--- config.mk ---
export PLATFORM = sky130hd
export DESIGN_NAME = sorted_marker_table_core_flat
export DESIGN_NICKNAME = d
export VERILOG_FILES = /design/src/design/smt_pkg.sv /design/src/design/smt_if.sv /design/src/design/sorted_marker_table_core.sv /design/src/design/smt_alu.sv /design/src/design/smt_engine.sv /design/src/flat_wrapper.sv
export SDC_FILE = /design/constraint.sdc
export NUM_CORES = 2
export LEC_CHECK = 0
export ABC_CLOCK_PERIOD_IN_PS = 13300
export BUFFER_PORTS_ARGS = -buffer_cell sky130_fd_sc_hd__buf_2
export CAP_MARGIN = 0
export CORE_ASPECT_RATIO = 0.9
export CORE_MARGIN = 2
export CORE_UTILIZATION = 65
export CTS_CLUSTER_DIAMETER = 50
export CTS_CLUSTER_SIZE = 8
export DETAILED_ROUTE_END_ITERATION = 12
export PLACE_DENSITY_LB_ADDON = 0.2
export SKIP_LAST_GASP = 1
export SLEW_MARGIN = 25
export SYNTH_ARGS = -nofsm -noshare
export SYNTH_HDL_FRONTEND = slang
export SYNTH_SLANG_ARGS = --single-unit
--- constraint.sdc ---
create_clock -name clk -period 13.3 [get_ports clk]
set_clock_uncertainty 0.2 [all_clocks]
set_input_delay 1.995 -clock clk [delete_from_list [all_inputs] [get_ports clk]]
set_output_delay 1.995 -clock clk [all_outputs]
set_load 0.01 [all_outputs]
--- src/design/smt_pkg.sv ---
// Shared types, codes and field widths of the sorted marker table.
`timescale 1ns / 1ps
`default_nettype none

package smt_pkg;

	localparam int MAX_MARKERS_DEF   = 64;
	localparam int POSITION_BITS_DEF = 28;

	localparam int OP_W     = 3;
	localparam int POS_W    = 28;
	localparam int IDX_W    = 8;
	localparam int SLOT_W   = 6;
	localparam int COUNT_W  = 7;
	localparam int LEN_W    = 28;
	localparam int STATUS_W = 2;

	localparam logic [LEN_W-1:0] TOTAL_LEN_RST = 28'hFFFFFFF;

	typedef enum logic [OP_W-1:0] {
		OP_CLEAR   = 3'd0,
		OP_ADD     = 3'd1,
		OP_SET     = 3'd2,
		OP_SHIFT   = 3'd3,
		OP_CLOSEST = 3'd4,
		OP_DELETE  = 3'd5,
		OP_MID     = 3'd6,
		OP_QUERY   = 3'd7
	} op_t;

	typedef enum logic [STATUS_W-1:0] {
		STAT_OK       = 2'd0,
		STAT_FULL     = 2'd1,
		STAT_EMPTY    = 2'd2,
		STAT_BAD_SLOT = 2'd3
	} status_t;

	typedef enum logic [4:0] {
		S_IDLE,
		S_DISPATCH,
		S_INS_START,
		S_INS_CMP,
		S_CL_CMP,
		S_DEL_MOVE,
		S_DEL_END,
		S_CLAMP,
		S_MID_A,
		S_MID_SUM,
		S_FIND_START,
		S_FIND_CMP,
		S_READOUT,
		S_RD_LOC,
		S_RD_RS,
		S_RD_RE,
		S_DONE
	} state_t;

	typedef enum logic {
		ALU_ABS,
		ALU_ADD
	} alu_mode_t;

	typedef struct packed {
		logic gt;
		logic eq;
		logic lt;
	} smt_alu_flags_t;

	typedef struct packed {
		op_t                     operation;
		logic [POS_W-1:0]        position;
		logic signed [IDX_W-1:0] index_value;
	} smt_item_t;

	typedef struct packed {
		logic [SLOT_W-1:0]  selected_slot_out;
		logic [LEN_W-1:0]   selected_location;
		logic [COUNT_W-1:0] entry_count;
		logic [LEN_W-1:0]   range_start;
		logic [LEN_W-1:0]   range_end;
		status_t            status;
	} smt_result_t;

endpackage

`default_nettype wire

--- src/design/smt_if.sv ---
// Valid/ready channel interfaces for the request and result beats.
`timescale 1ns / 1ps
`default_nettype none

interface smt_in_if;
	logic                                valid;
	logic                                ready;
	logic [smt_pkg::OP_W-1:0]            operation;
	logic [smt_pkg::POS_W-1:0]           position;
	logic signed [smt_pkg::IDX_W-1:0]    index_value;

	modport source (output valid, output operation, output position, output index_value,
		input ready);
	modport sink (input valid, input operation, input position, input index_value,
		output ready);
endinterface

interface smt_out_if;
	logic                         valid;
	logic                         ready;
	logic [smt_pkg::SLOT_W-1:0]   selected_slot_out;
	logic [smt_pkg::LEN_W-1:0]    selected_location;
	logic [smt_pkg::COUNT_W-1:0]  entry_count;
	logic [smt_pkg::LEN_W-1:0]    range_start;
	logic [smt_pkg::LEN_W-1:0]    range_end;
	logic [smt_pkg::STATUS_W-1:0] status;

	modport source (output valid, output selected_slot_out, output selected_location,
		output entry_count, output range_start, output range_end, output status,
		input ready);
	modport sink (input valid, input selected_slot_out, input selected_location,
		input entry_count, input range_start, input range_end, input status,
		output ready);
endinterface

`default_nettype wire

--- src/design/sorted_marker_table_core.sv ---
// Top level of the sorted marker table: config register, sequencer and result register.
`timescale 1ns / 1ps
`default_nettype none

// The block keeps an ascending table of frame positions with one selected
// slot. Each request beat on req (operation, position, index_value) gives exactly one
// result beat on rsp: selection, table size, a range and a status. The user must write
// the frame length register (cfg_we / cfg_wdata) only while idle; it is not enforced.
//
// One request is worked on at a time. req.ready is low from acceptance until
// the result is handed to the result register, and the result beat shows on
// rsp in the cycle that req.ready rises again. A sorted insert takes longer
// for each larger marker moved up, a delete for each marker moved down, and
// the nearest search for each marker. A midpoint insert also waits on the
// markers its insert moves and on the slots scanned for the new marker, never
// more than the count; the memory read port and the shared adder set these times.
//
// A stalled result beat does not block the next request; the sequencer waits
// only when a new result is ready while the previous one is still stalled.
// After reset the table is empty, slot 0 is selected and the frame length is
// all ones; the memory is not cleared, since entries at or above the count
// are never used.

module sorted_marker_table_core #(
	parameter int MAX_MARKERS   = smt_pkg::MAX_MARKERS_DEF,
	parameter int POSITION_BITS = smt_pkg::POSITION_BITS_DEF
) (
	input  var logic                      clk,
	input  var logic                      arst_n,
	input  var logic                      cfg_we,
	input  var logic [smt_pkg::LEN_W-1:0] cfg_wdata,
	smt_in_if.sink                        req,
	smt_out_if.source                     rsp
);

	// Frame length register; it bounds the range of the last slot.
	logic [smt_pkg::LEN_W-1:0] total_len_q;

	always_ff @(posedge clk or negedge arst_n) begin
		if (!arst_n) begin
			total_len_q <= smt_pkg::TOTAL_LEN_RST;
		end else if (cfg_we) begin
			total_len_q <= cfg_wdata;
		end
	end

	smt_pkg::smt_item_t   item;
	smt_pkg::smt_result_t eng_res;
	logic                 eng_ready;
	logic                 eng_res_valid;
	logic                 slot_free;

	always_comb begin
		item.operation   = smt_pkg::op_t'(req.operation);
		item.position    = req.position;
		item.index_value = req.index_value;
	end

	assign req.ready = eng_ready;

	smt_engine #(
		.MAX_MARKERS  (MAX_MARKERS),
		.POSITION_BITS(POSITION_BITS)
	) u_engine (
		.clk         (clk),
		.arst_n      (arst_n),
		.total_len   (total_len_q),
		.item_valid  (req.valid),
		.item        (item),
		.item_ready  (eng_ready),
		.slot_free   (slot_free),
		.res_valid   (eng_res_valid),
		.res         (eng_res)
	);

	// Result register. The slot is free when it is empty or its beat is being
	// taken in this cycle, so a back-to-back handoff loses no cycle.
	logic                 rsp_valid_q;
	smt_pkg::smt_result_t rsp_q;

	assign slot_free = !rsp_valid_q || rsp.ready;

	always_ff @(posedge clk or negedge arst_n) begin
		if (!arst_n) begin
			rsp_valid_q <= 1'b0;
		end else if (eng_res_valid) begin
			rsp_valid_q <= 1'b1;
		end else if (rsp.ready) begin
			rsp_valid_q <= 1'b0;
		end
	end

	always_ff @(posedge clk) begin
		if (eng_res_valid) begin
			rsp_q <= eng_res;
		end
	end

	assign rsp.valid             = rsp_valid_q;
	assign rsp.selected_slot_out = rsp_q.selected_slot_out;
	assign rsp.selected_location = rsp_q.selected_location;
	assign rsp.entry_count       = rsp_q.entry_count;
	assign rsp.range_start       = rsp_q.range_start;
	assign rsp.range_end         = rsp_q.range_end;
	assign rsp.status            = rsp_q.status;

endmodule

`default_nettype wire

--- src/design/smt_alu.sv ---
// Shared add / absolute-difference unit with compare flags.
`timescale 1ns / 1ps
`default_nettype none

module smt_alu #(
	parameter int W = smt_pkg::LEN_W
) (
	input  var smt_pkg::alu_mode_t      mode,
	input  var logic [W-1:0]            a,
	input  var logic [W-1:0]            b,
	input  var logic [W-1:0]            c,
	output var logic [W:0]              res,
	output var smt_pkg::smt_alu_flags_t flags
);

	logic          sub;
	logic [W-1:0]  b_x;
	logic [W:0]    sum;
	logic [W-1:0]  diff;
	logic [W-1:0]  abs_diff;

	always_comb begin
		sub      = (mode == smt_pkg::ALU_ABS);
		b_x      = sub ? ~b : b;
		sum      = {1'b0, a} + {1'b0, b_x} + {{W{1'b0}}, sub};
		diff     = sum[W-1:0];
		// In subtract mode the carry out is set when a >= b.
		abs_diff = sum[W] ? diff : (~diff + {{(W-1){1'b0}}, 1'b1});
		res      = sub ? {1'b0, abs_diff} : sum;
		flags.eq = (diff == '0);
		flags.gt = sum[W] && (diff != '0);
		flags.lt = (res[W-1:0] < c);
	end

endmodule

`default_nettype wire

--- src/design/smt_engine.sv ---
// Sequencer and marker memory that carry out one table operation at a time.
`timescale 1ns / 1ps
`default_nettype none

module smt_engine #(
	parameter int MAX_MARKERS   = smt_pkg::MAX_MARKERS_DEF,
	parameter int POSITION_BITS = smt_pkg::POSITION_BITS_DEF
) (
	input  var logic                        clk,
	input  var logic                        arst_n,
	input  var logic [smt_pkg::LEN_W-1:0]   total_len,
	input  var logic                        item_valid,
	input  var smt_pkg::smt_item_t          item,
	output var logic                        item_ready,
	input  var logic                        slot_free,
	output var logic                        res_valid,
	output var smt_pkg::smt_result_t        res
);

	localparam int SW  = (MAX_MARKERS > 1) ? $clog2(MAX_MARKERS) : 1;
	localparam int CW  = $clog2(MAX_MARKERS + 1);
	localparam int PB  = POSITION_BITS;
	localparam int LW  = smt_pkg::LEN_W;
	localparam int WB  = (PB > LW) ? PB : LW;
	localparam int IW  = smt_pkg::IDX_W;
	localparam int WW  = ((CW > IW) ? CW : IW) + 2;
	localparam int SLW = smt_pkg::SLOT_W;
	localparam int CNW = smt_pkg::COUNT_W;

	localparam logic [CW-1:0] FULL_COUNT = CW'(MAX_MARKERS);

	// Marker memory: one write and one registered read per cycle.
	logic [PB-1:0] mem_q [MAX_MARKERS];
	logic [PB-1:0] rd_q;
	logic          we;
	logic [SW-1:0] waddr;
	logic [PB-1:0] wdata;
	logic [SW-1:0] raddr;

	always_ff @(posedge clk) begin
		if (we) begin
			mem_q[waddr] <= wdata;
		end
		rd_q <= mem_q[raddr];
	end

	smt_pkg::state_t  state_q, state_d;
	logic [CW-1:0]    cnt_q, cnt_d;
	logic [SW-1:0]    sel_q, sel_d;
	smt_pkg::op_t     op_q, op_d;
	logic [PB-1:0]    pos_q, pos_d;
	logic signed [IW-1:0] idx_q, idx_d;
	logic [CW-1:0]    i_q, i_d;
	logic [PB-1:0]    val_q, val_d;
	logic [PB-1:0]    best_q, best_d;
	logic signed [WW-1:0] want_q, want_d;
	smt_pkg::status_t status_q, status_d;
	logic             use_fl_q, use_fl_d;
	logic [SW-1:0]    rslot_q, rslot_d;
	logic             rvalid_q, rvalid_d;
	logic [LW-1:0]    loc_q, loc_d;
	logic [LW-1:0]    rs_q, rs_d;
	logic [LW-1:0]    re_q, re_d;

	smt_pkg::alu_mode_t      alu_mode;
	logic [WB-1:0]           alu_a, alu_b, alu_c;
	logic [WB:0]             alu_res;
	smt_pkg::smt_alu_flags_t alu_flags;

	smt_alu #(
		.W(WB)
	) u_alu (
		.mode (alu_mode),
		.a    (alu_a),
		.b    (alu_b),
		.c    (alu_c),
		.res  (alu_res),
		.flags(alu_flags)
	);

	logic signed [WW-1:0] idx_ext, sel_ext, cnt_ext;
	logic [CW:0]          cnt_w, sel_p1, i_p1, i_p2, r_p1;
	logic                 bad_slot;
	logic [SW-1:0]        clamp_sel;

	always_comb begin
		idx_ext  = $signed({{(WW-IW){idx_q[IW-1]}}, idx_q});
		sel_ext  = $signed({{(WW-SW){1'b0}}, sel_q});
		cnt_ext  = $signed({{(WW-CW){1'b0}}, cnt_q});
		cnt_w    = {1'b0, cnt_q};
		sel_p1   = (CW+1)'(sel_q) + (CW+1)'(1);
		i_p1     = {1'b0, i_q} + (CW+1)'(1);
		i_p2     = {1'b0, i_q} + (CW+1)'(2);
		r_p1     = (CW+1)'(rslot_q) + (CW+1)'(1);
		bad_slot = idx_q[IW-1] || (idx_ext >= cnt_ext);
		if ((cnt_q == '0) || want_q[WW-1]) begin
			clamp_sel = '0;
		end else if (want_q >= cnt_ext) begin
			clamp_sel = SW'(cnt_q - CW'(1));
		end else begin
			clamp_sel = want_q[SW-1:0];
		end
	end

	always_comb begin
		state_d   = state_q;
		cnt_d     = cnt_q;
		sel_d     = sel_q;
		op_d      = op_q;
		pos_d     = pos_q;
		idx_d     = idx_q;
		i_d       = i_q;
		val_d     = val_q;
		best_d    = best_q;
		want_d    = want_q;
		status_d  = status_q;
		use_fl_d  = use_fl_q;
		rslot_d   = rslot_q;
		rvalid_d  = rvalid_q;
		loc_d     = loc_q;
		rs_d      = rs_q;
		re_d      = re_q;
		we        = 1'b0;
		waddr     = i_q[SW-1:0];
		wdata     = val_q;
		raddr     = '0;
		alu_mode  = smt_pkg::ALU_ABS;
		alu_a     = WB'(rd_q);
		alu_b     = WB'(val_q);
		alu_c     = WB'(best_q);
		item_ready = 1'b0;
		res_valid  = 1'b0;

		unique case (state_q)
			smt_pkg::S_IDLE: begin
				item_ready = 1'b1;
				if (item_valid) begin
					op_d     = item.operation;
					pos_d    = PB'(item.position);
					idx_d    = item.index_value;
					status_d = smt_pkg::STAT_OK;
					state_d  = smt_pkg::S_DISPATCH;
				end
			end

			smt_pkg::S_DISPATCH: begin
				unique case (op_q)
					smt_pkg::OP_CLEAR: begin
						cnt_d   = '0;
						sel_d   = '0;
						state_d = smt_pkg::S_READOUT;
					end
					smt_pkg::OP_ADD: begin
						if (cnt_q == FULL_COUNT) begin
							status_d = smt_pkg::STAT_FULL;
							state_d  = smt_pkg::S_READOUT;
						end else begin
							val_d   = pos_q;
							i_d     = cnt_q;
							state_d = smt_pkg::S_INS_START;
						end
					end
					smt_pkg::OP_SET: begin
						want_d  = idx_ext;
						state_d = smt_pkg::S_CLAMP;
					end
					smt_pkg::OP_SHIFT: begin
						want_d  = sel_ext + idx_ext;
						state_d = smt_pkg::S_CLAMP;
					end
					smt_pkg::OP_CLOSEST: begin
						if (cnt_q == '0) begin
							status_d = smt_pkg::STAT_EMPTY;
							state_d  = smt_pkg::S_READOUT;
						end else begin
							raddr   = '0;
							i_d     = '0;
							state_d = smt_pkg::S_CL_CMP;
						end
					end
					smt_pkg::OP_DELETE: begin
						if (cnt_q == '0) begin
							status_d = smt_pkg::STAT_EMPTY;
							state_d  = smt_pkg::S_READOUT;
						end else begin
							i_d = CW'(sel_q);
							if (sel_p1 < cnt_w) begin
								raddr   = SW'(sel_p1);
								state_d = smt_pkg::S_DEL_MOVE;
							end else begin
								state_d = smt_pkg::S_DEL_END;
							end
						end
					end
					smt_pkg::OP_MID: begin
						if (cnt_q == '0) begin
							we      = 1'b1;
							waddr   = '0;
							wdata   = '0;
							cnt_d   = CW'(1);
							sel_d   = '0;
							state_d = smt_pkg::S_READOUT;
						end else if (cnt_q == FULL_COUNT) begin
							status_d = smt_pkg::STAT_FULL;
							state_d  = smt_pkg::S_READOUT;
						end else begin
							raddr   = sel_q;
							state_d = smt_pkg::S_MID_A;
						end
					end
					smt_pkg::OP_QUERY: begin
						state_d = smt_pkg::S_READOUT;
					end
					default: begin
						state_d = smt_pkg::S_READOUT;
					end
				endcase
			end

			// Sorted insert: walk down from the top, moving larger entries up one slot.
			smt_pkg::S_INS_START: begin
				if (i_q == '0) begin
					we      = 1'b1;
					waddr   = '0;
					wdata   = val_q;
					cnt_d   = cnt_q + CW'(1);
					state_d = (op_q == smt_pkg::OP_MID) ? smt_pkg::S_FIND_START
						: smt_pkg::S_READOUT;
				end else begin
					raddr   = SW'(i_q - CW'(1));
					state_d = smt_pkg::S_INS_CMP;
				end
			end

			smt_pkg::S_INS_CMP: begin
				we = 1'b1;
				if (alu_flags.gt) begin
					waddr = SW'(i_q);
					wdata = rd_q;
					i_d   = i_q - CW'(1);
					if (i_q >= CW'(2)) begin
						raddr = SW'(i_q - CW'(2));
					end else begin
						state_d = smt_pkg::S_INS_START;
					end
				end else begin
					waddr   = SW'(i_q);
					wdata   = val_q;
					cnt_d   = cnt_q + CW'(1);
					state_d = (op_q == smt_pkg::OP_MID) ? smt_pkg::S_FIND_START
						: smt_pkg::S_READOUT;
				end
			end

			// Nearest search: one stored marker per cycle, strict improvement only.
			smt_pkg::S_CL_CMP: begin
				alu_b = WB'(pos_q);
				if ((i_q == '0) || alu_flags.lt) begin
					best_d = alu_res[PB-1:0];
					sel_d  = SW'(i_q);
				end
				if (i_p1 < cnt_w) begin
					raddr = SW'(i_p1);
					i_d   = CW'(i_p1);
				end else begin
					state_d = smt_pkg::S_READOUT;
				end
			end

			smt_pkg::S_DEL_MOVE: begin
				we    = 1'b1;
				waddr = SW'(i_q);
				wdata = rd_q;
				i_d   = CW'(i_p1);
				if (i_p2 < cnt_w) begin
					raddr = SW'(i_p2);
				end else begin
					state_d = smt_pkg::S_DEL_END;
				end
			end

			smt_pkg::S_DEL_END: begin
				cnt_d   = cnt_q - CW'(1);
				want_d  = sel_ext;
				state_d = smt_pkg::S_CLAMP;
			end

			smt_pkg::S_CLAMP: begin
				sel_d   = clamp_sel;
				state_d = smt_pkg::S_READOUT;
			end

			smt_pkg::S_MID_A: begin
				val_d    = rd_q;
				use_fl_d = !(sel_p1 < cnt_w);
				if (sel_p1 < cnt_w) begin
					raddr = SW'(sel_p1);
				end
				state_d = smt_pkg::S_MID_SUM;
			end

			smt_pkg::S_MID_SUM: begin
				alu_mode = smt_pkg::ALU_ADD;
				alu_a    = WB'(val_q);
				alu_b    = use_fl_q ? WB'(total_len) : WB'(rd_q);
				val_d    = alu_res[PB:1];
				i_d      = cnt_q;
				state_d  = smt_pkg::S_INS_START;
			end

			smt_pkg::S_FIND_START: begin
				raddr   = '0;
				i_d     = '0;
				state_d = smt_pkg::S_FIND_CMP;
			end

			// The new marker is always present, so the scan ends inside the table.
			smt_pkg::S_FIND_CMP: begin
				if (alu_flags.eq) begin
					sel_d   = SW'(i_q);
					state_d = smt_pkg::S_READOUT;
				end else begin
					raddr = SW'(i_p1);
					i_d   = CW'(i_p1);
				end
			end

			smt_pkg::S_READOUT: begin
				raddr = sel_q;
				if (op_q == smt_pkg::OP_QUERY) begin
					rslot_d  = idx_ext[SW-1:0];
					rvalid_d = !bad_slot;
					if (bad_slot) begin
						status_d = smt_pkg::STAT_BAD_SLOT;
					end
				end else begin
					rslot_d  = sel_q;
					rvalid_d = (cnt_q != '0);
				end
				state_d = smt_pkg::S_RD_LOC;
			end

			smt_pkg::S_RD_LOC: begin
				loc_d   = (cnt_q != '0) ? LW'(rd_q) : '0;
				raddr   = rslot_q;
				state_d = smt_pkg::S_RD_RS;
			end

			smt_pkg::S_RD_RS: begin
				rs_d    = rvalid_q ? LW'(rd_q) : '0;
				raddr   = SW'(r_p1);
				state_d = smt_pkg::S_RD_RE;
			end

			smt_pkg::S_RD_RE: begin
				if (!rvalid_q) begin
					re_d = '0;
				end else if (r_p1 < cnt_w) begin
					re_d = LW'(rd_q);
				end else begin
					re_d = total_len;
				end
				state_d = smt_pkg::S_DONE;
			end

			smt_pkg::S_DONE: begin
				if (slot_free) begin
					res_valid = 1'b1;
					state_d   = smt_pkg::S_IDLE;
				end
			end

			default: begin
				state_d = smt_pkg::S_IDLE;
			end
		endcase
	end

	always_ff @(posedge clk or negedge arst_n) begin
		if (!arst_n) begin
			state_q <= smt_pkg::S_IDLE;
			cnt_q   <= '0;
			sel_q   <= '0;
		end else begin
			state_q <= state_d;
			cnt_q   <= cnt_d;
			sel_q   <= sel_d;
		end
	end

	always_ff @(posedge clk) begin
		op_q     <= op_d;
		pos_q    <= pos_d;
		idx_q    <= idx_d;
		i_q      <= i_d;
		val_q    <= val_d;
		best_q   <= best_d;
		want_q   <= want_d;
		status_q <= status_d;
		use_fl_q <= use_fl_d;
		rslot_q  <= rslot_d;
		rvalid_q <= rvalid_d;
		loc_q    <= loc_d;
		rs_q     <= rs_d;
		re_q     <= re_d;
	end

	always_comb begin
		res.selected_slot_out = SLW'(sel_q);
		res.selected_location = loc_q;
		res.entry_count       = CNW'(cnt_q);
		res.range_start       = rs_q;
		res.range_end         = re_q;
		res.status            = status_q;
	end

endmodule

`default_nettype wire
--- src/flat_wrapper.sv ---
// flat-port wrapper written by rule: the top's interface ports become plain ports
module sorted_marker_table_core_flat 
#(
	parameter int MAX_MARKERS   = smt_pkg::MAX_MARKERS_DEF,
	parameter int POSITION_BITS = smt_pkg::POSITION_BITS_DEF
)
  (clk, arst_n, cfg_we, cfg_wdata, req_valid, req_operation, req_position, req_index_value, req_ready, rsp_valid, rsp_selected_slot_out, rsp_selected_location, rsp_entry_count, rsp_range_start, rsp_range_end, rsp_status, rsp_ready);
  smt_in_if req_i ();
  smt_out_if rsp_i ();
  input  var logic clk;
  input  var logic arst_n;
  input  var logic cfg_we;
  input  var logic [smt_pkg::LEN_W-1:0] cfg_wdata;
  input wire logic [$bits(req_i.valid)-1:0] req_valid;
  input wire logic [$bits(req_i.operation)-1:0] req_operation;
  input wire logic [$bits(req_i.position)-1:0] req_position;
  input wire logic [$bits(req_i.index_value)-1:0] req_index_value;
  output wire logic [$bits(req_i.ready)-1:0] req_ready;
  output wire logic [$bits(rsp_i.valid)-1:0] rsp_valid;
  output wire logic [$bits(rsp_i.selected_slot_out)-1:0] rsp_selected_slot_out;
  output wire logic [$bits(rsp_i.selected_location)-1:0] rsp_selected_location;
  output wire logic [$bits(rsp_i.entry_count)-1:0] rsp_entry_count;
  output wire logic [$bits(rsp_i.range_start)-1:0] rsp_range_start;
  output wire logic [$bits(rsp_i.range_end)-1:0] rsp_range_end;
  output wire logic [$bits(rsp_i.status)-1:0] rsp_status;
  input wire logic [$bits(rsp_i.ready)-1:0] rsp_ready;
  assign req_i.valid = req_valid;
  assign req_i.operation = req_operation;
  assign req_i.position = req_position;
  assign req_i.index_value = req_index_value;
  assign req_ready = req_i.ready;
  assign rsp_valid = rsp_i.valid;
  assign rsp_selected_slot_out = rsp_i.selected_slot_out;
  assign rsp_selected_location = rsp_i.selected_location;
  assign rsp_entry_count = rsp_i.entry_count;
  assign rsp_range_start = rsp_i.range_start;
  assign rsp_range_end = rsp_i.range_end;
  assign rsp_status = rsp_i.status;
  assign rsp_i.ready = rsp_ready;
  sorted_marker_table_core #(.MAX_MARKERS(MAX_MARKERS), .POSITION_BITS(POSITION_BITS)) u_core (.clk(clk), .arst_n(arst_n), .cfg_we(cfg_we), .cfg_wdata(cfg_wdata), .req(req_i), .rsp(rsp_i));
endmodule
Word level (Yosys, flattened, before mapping):

Memory sizes are Yosys's and may differ from the RTL's. A register that Yosys moved wholly into a read port is not among the register bits.
Cells that the tools add are included.

* register bits after elaboration: 352
* latch bits: 0
* memory bits (writable): 1792
* memory bits (read-only): 0
* bits of input ports: 72
* output and inout bits: 101
* word-level logic and storage cells: 225
* memories kept: 1

* add/subtract/negate cells: 12
* multiply operators: 0
* div/mod/pow operators: 0
* order comparisons: 8
* equal/unequal tests: 50
* shift-type cells: 0
* muxes and demuxes: 91
* bitwise operators: 3
* reductions and logical operators: 35

Memory list
* u_core.u_engine.mem_q: depth 64, width 28, rd ports 1, clocked after memory_dff 1, write ports 1, RTL line smt_engine.sv:33 `logic [PB-1:0] mem_q [MAX_MARKERS];`

Operator list (number)
* $mux W28: 10
* $pmux W28 S3: 2
* $mux W6: 19
* $pmux W5 S17: 1
* $mux W7: 9
* $pmux W6 S10: 1
* $not A28 Y28: 2
* $pmux W28 S2: 1
* $pmux W7 S7: 1
* $eq A5 B4 Y1 const B: 8
* $pmux W10 S2: 2
* $pmux W6 S2: 3
* $mux W5: 7
* $pmux W5 S6: 1
* $add A28 B28 Y29: 1
* $add A29 B1 Y29: 1
* $mux W29: 1
* $add A28 B1 Y28 const B: 1
* $logic_not A28 Y1: 1
* $lt A28 B28 Y1: 1
* $pmux W7 S4: 1
* $reduce_bool A28 Y1: 1
* $ne A2 B2 Y1 const B: 13
* $pmux W6 S4: 1
* 52 further kinds: 110

Logic depth before layout (Yosys ltp):

* word-level depth: 14
* mapped depth: 38
* gate-level depth less buffers: 32

Hierarchy:

From an unflattened synthesis, not the netlist that was laid out.

* cell total of the unflattened synthesis: 6328
* area total of the unflattened synthesis: 90773.3 um^2

By module, submodules not included
* smt_engine: instances 1, cells an instance 5720, area each 83385.0 um^2
* sorted_marker_table_core: instances 1, cells an instance 161, area each 4187.8 um^2
* smt_alu: instances 1, cells an instance 447, area each 3200.6 um^2

Worst setup path before layout:

No wires, ideal clock.

* kind: reg2reg
* start point: register u_core.u_engine.state_q[0]
* end point: register u_core.u_engine.best_q[0], in the netlist u_core.u_engine.alu_c[0], enable pin
* setup time: 0.413 ns
* arrival time: 8.021 ns
* data required time: 12.687 ns
* setup slack: 4.666 ns
* cell stages (with the launch flop): 36
* period minus slack after synthesis: 8.634 ns
* cells stage by stage: dfrtp_1 buf_2 or3_1 nor2_1 clkbuf_1 buf_1 nand2_1 nand3_1 o21ai_0 ha_1 clkbuf_1 a211oi_1 o21bai_1 o211ai_1 a21oi_1 nor2_1 o21ai_0 a311oi_1 and2_1 clkbuf_1 o21ai_0 xnor2_1 ha_1 a21o_1 a21o_1 a21o_1 a21o_1 a21oi_1 nor2b_1 o21ai_0 nand2b_1 a221o_1 a21o_1 a21oi_1 a21oi_1 nor2_1

* word-level cells in the longest chain between the ends: 13

RTL lines
* start, declared: RTL line smt_engine.sv:47 `smt_pkg::state_t state_q, state_d;`
* start signal, assigned: RTL line smt_engine.sv:381 `state_q <= smt_pkg::S_IDLE;`
* start signal, assigned: RTL line smt_engine.sv:385 `state_q <= state_d;`
* $eq A5 B4 Y1 or $eq A5 B3 Y1 (tied branches): RTL line smt_engine.sv:134 `unique case (state_q)`
* $pmux W28 S2: RTL line smt_engine.sv:134
* $not A28 Y28: RTL line smt_alu.sv:24 `b_x = sub ? ~b : b;`
* $mux W28: RTL line smt_alu.sv:24
* $add A28 B28 Y29: RTL line smt_alu.sv:25 `sum = {1'b0, a} + {1'b0, b_x} + {{W{1'b0}}, sub};`
* $add A29 B1 Y29: RTL line smt_alu.sv:25
* $not A28 Y28: RTL line smt_alu.sv:28 `abs_diff = sum[W] ? diff : (~diff + {{(W-1){1'b0}}, 1'b1});`
* $add A28 B1 Y28: RTL line smt_alu.sv:28
* $mux W28: RTL line smt_alu.sv:28
* $mux W29 (*): RTL line smt_alu.sv:29 `res = sub ? {1'b0, abs_diff} : sum;`
* net u_core.u_engine.alu_res[13]: RTL line smt_engine.sv:67 `logic [WB:0] alu_res;`
* $lt A28 B28 Y1 (*): RTL line smt_alu.sv:32 `flags.lt = (res[W-1:0] < c);`
* $logic_or A1 B1 Y1 (*): RTL line smt_engine.sv:258 `if ((i_q == '0) || alu_flags.lt) begin`
* $reduce_and A2 Y1 (no source line) (*)
* end signal, assigned: RTL line smt_engine.sv:397 `best_q <= best_d;`
* end, declared: RTL line smt_engine.sv:55 `logic [PB-1:0] best_q, best_d;`

The timed path passes the listed nets; every way through them passes the cells marked *.
A chain may end at the register's enable or synchronous reset.

Worst setup path in the final report:

* start point: register u_core.u_engine.state_q[4]
* end point: register u_core.u_engine.rd_q[21] (read register of u_core.u_engine.mem_q)

* word-level cells in the longest chain between the ends: 10

RTL lines
* $eq A5 B4 Y1 or $eq A5 B3 Y1 (tied branches): RTL line smt_engine.sv:134
* $pmux W28 S2: RTL line smt_engine.sv:134
* $not A28 Y28: RTL line smt_alu.sv:24
* $mux W28: RTL line smt_alu.sv:24
* $add A28 B28 Y29: RTL line smt_alu.sv:25
* $add A29 B1 Y29: RTL line smt_alu.sv:25
* $reduce_bool A28 Y1: RTL line smt_alu.sv:31 `flags.gt = sum[W] && (diff != '0);`
* $logic_and A1 B1 Y1: RTL line smt_alu.sv:31
* $mux W6: RTL line smt_engine.sv:237 `if (alu_flags.gt) begin`
* $pmux W6 S10 (*): RTL line smt_engine.sv:134
* end, declared: RTL line smt_engine.sv:34 `logic [PB-1:0] rd_q;`

Mark *: on every way between the ends. The rest lies on a longest branch, timed or not.

==> metrics.txt <==
status=completed; Reg area=64710 µm²; CTS sink cnt=2171; Core ar.=139200 µm²; Final Cycle Share=80.55%; HPWL after detailed placement=155.1 mm; Pre-antenna DRT Iters=8; via count=60050; GRT overflow=0; CP max stage cell=nor3_1; CTS tree=done; Die Height=359.0 µm; initial antenna violation count=21; post-synthesis cell count=6282; Final Hold Viols=0; register area share after synthesis=71.08%; CP Max Fanout=76; IO Port Bufs=172; CP cell instances=or3_1 > nor2_2 > buf_4 > nand2_1 > a21oi_1 > a21oi_1 > ha_1 > a21oi_1 > o21ai_0 > a221oi_1 > xnor2_1 > a311o_1 > nor4_4 > o21ai_0 > nor4_4 > o311a_4 > nand2_4 > buf_4 > buf_4 > a211oi_1 > a31oi_1 > a221o_1 > nor3_1 > nor4_1; PostCTS Resize Cnt=0; Post-synth ARST share=2.165%; Hold WS=174.8 ps; CTS Buf Count=327; number of global-route vias before repair=58200; clock-pin slew on the worst setup and hold paths=50 ps; antenna viol nets, final=0; multi-input logic area=25050 µm²; f_max=0.09335 GHz; Crit Path Class=reg2reg; CTS Root Cell=clkbuf_16; WL per Instance=31.48 µm; routability cong.=0.9420; CTS H-tree depth=5; Rel. slew slack=19.98%; Final Net Count=6746; fill count=8239; clk_lat worst skew=930 ps; 1st-iter DRT viols=9820; total track usage=37.40%; pin count of the biggest net entering global routing=155; Synth Area per Inst=14.49 µm²; Synth Flop Type=edfxtp_1; Routed WL=269.9 mm; final core occ=74.93%; Slew Viols, Final=0; number of synthesized flops with an enable pin=2096; synth-to-layout area growth=14.60%; WP data required=13830 ps; die area=143100 µm²; Critical Path End Type=flip-flop; max incr delay on CP=830 ps; Setup TNS=0 ps; Setup crit start kind=flip-flop; design area=104300 µm²; area post-placement=95170 µm²; number of synthesized register bits=2171; slew at the pin with the worst max-slew slack=1197 ps; initial core utilization=65.38%; Cell Area, Synth=91040 µm²; DRC Markers=0; first-pass GRT wire length=389.5 mm; layout cells sized above 1=15.32%; Vias per Instance=7.002; Ys Warns=0; Arrival @ worst endpoint=11240 ps; Min-Delay Path Class=reg2reg; row cnt=130; Die X-Extent=398.5 µm; max cap viols=0; clk buf depth=4; fin crit period=10710 ps; # setup viols final=0; RSZ-0062 raised after global routing=false; I/O pin cnt=173; Syn Nets=6465; postcts setup bufs=0; post-synth cell types=102; hold-fix buffers at CTS=0
logic make-up after synthesis:
kind of cell             Yosys count  synth area share [%]
XOR/XNOR                          74                0.7119
AO/OA/AOI/OAI                   1392                 10.95
multiplexers                     453                 5.055
buffers and inverters            491                 2.437
flip-flops                      2171                 71.08
AND/OR/NAND/NOR                 1590                 8.224
adder cells (fa/ha/maj)          111                 1.542
worst paths after layout:
check | start | slack (ps) | to | depth (start not counted)
setup / recovery | u_core.u_engine.state_q[4] | 2590 | u_core.u_engine.rd_q[21] | 24
hold / removal | u_core.u_engine.re_q[18] | 170 | u_core.rsp.range_end[18] | 0
setup reg to reg | u_core.u_engine.state_q[4] | 2590 | u_core.u_engine.rd_q[21] | 24
hold reg to reg | u_core.u_engine.re_q[18] | 170 | u_core.rsp.range_end[18] | 0
max in group asynchronous | arst_n | 11310 | u_core.u_engine.state_q[3] | 2
min in group asynchronous | arst_n | 1050 | u_core.u_engine.cnt_q[3] | 2
registers in the layout, summed over array words and instances (netlist names), 2 cells and up:
| name | flops |
|---|---|
| u_core.rsp.entry_count | 7 |
| u_core.rsp.range_end | 28 |
| u_core.rsp.range_start | 28 |
| u_core.rsp.selected_location | 28 |
| u_core.rsp.selected_slot_out | 6 |
| u_core.rsp.status | 2 |
| u_core.total_len_q | 28 |
| u_core.u_engine.alu_c | 28 |
| u_core.u_engine.cnt_q | 7 |
| u_core.u_engine.i_q | 7 |
| u_core.u_engine.idx_q | 8 |
| u_core.u_engine.loc_q | 28 |
| u_core.u_engine.mem_q | 1792 |
| u_core.u_engine.op_q | 3 |
| u_core.u_engine.pos_q | 28 |
| u_core.u_engine.rd_q | 28 |
| u_core.u_engine.re_q | 28 |
| u_core.u_engine.rs_q | 28 |
| u_core.u_engine.rslot_q | 6 |
| u_core.u_engine.sel_q | 6 |
| u_core.u_engine.state_q | 5 |
| u_core.u_engine.status_q | 2 |
| u_core.u_engine.val_q | 28 |
| u_core.u_engine.want_q | 9 |
placed cells by master (no fill, tap or decap), types with 54 or more instances in the layout:
master	instances
edfxtp_1	2096
nand2_1	767
mux2i_1	399
clkbuf_16	332
a21oi_1	244
a211oi_1	176
buf_2	172
and3_1	167
a31oi_1	164
buf_4	163
o21ai_0	147
clkbuf_1	132
nor2_1	129
o22ai_1	117
ha_1	109
nand3_1	83
and2_1	72
a221oi_1	71
inv_1	70
a32o_1	55
a22o_1	54
through the flow:
step / setup WS (ps) / cells
global route: 2211 / 8568
floorplan: 4666 / 6282
global placement: 1117 / 8045
CTS: 2835 / 8562
detailed placement: 2823 / 8079
finish: 2587 / 8575
synthesized netlist by cell type, drive strengths merged, types with 21 or more instances:
cell / count / area [µm²]
and2: 75 / 469.2
a22oi: 42 / 315.3
nand2b: 27 / 176.4
nand2: 775 / 2917
o21ai: 155 / 779.5
nand4: 28 / 175.2
clkbuf: 221 / 833.3
a221o: 49 / 490.5
a2111oi: 24 / 322.8
edfxtp: 2096 / 62940
a22o: 82 / 718.2
nand3: 85 / 430.4
a31oi: 165 / 1047
o22ai: 117 / 732.0
ha: 109 / 1364
nor2b: 54 / 337.8
xnor2: 53 / 464.2
a221oi: 73 / 651.9
dfxtp: 28 / 560.5
mux2: 54 / 608.1
a21o: 41 / 307.8
nor4: 74 / 505.5
and3: 168 / 1051
xor2: 21 / 183.9
inv: 71 / 269.0
nor2: 207 / 784.5
nor3: 45 / 230.2
dfstp: 28 / 735.7
a21oi: 245 / 1230
a211oi: 177 / 1334
mux2i: 399 / 3994
buf: 199 / 1116
a32o: 55 / 550.5
critical path, delay by kind of cell (launching register included):
family | cells | cell delay, ps
and+or+nand+nor | 8 | 3630
DFF | 1 | 650
adders and majority gates | 1 | 480
buffers and inverters | 3 | 1330
AOI/OAI and AO/OA | 11 | 3830
xor gates and xnor gates | 1 | 310
metal layers:
metal | vias up | GRT usage, % | part of all wire [%]
met5 | - | 0 | 0.032
met4 | 14 | 18.45 | 5.4
met3 | 813 | 10.81 | 14
met2 | 4492 | 56.16 | 45
met1 | 29610 | 50.47 | 36
li1 | 25120 | - | -
cell type report:
type | count | share of cell area, %
Clock buffer | 464 | 8.438
Clock inverter | 19 | 0.2075
Timing Repair Buffer | 372 | 2.822
Tap cell | 1848 | 2.216
Multi-Input combinational cell | 3620 | 24.01
Inverter | 71 | 0.2578
Antenna cell | 10 | 0.02399
Sequential cell | 2171 | 62.03
Power is left out: the tool's default activity adds up to more than one toggle a clock period on the data nets, which glitch-free logic cannot reach.
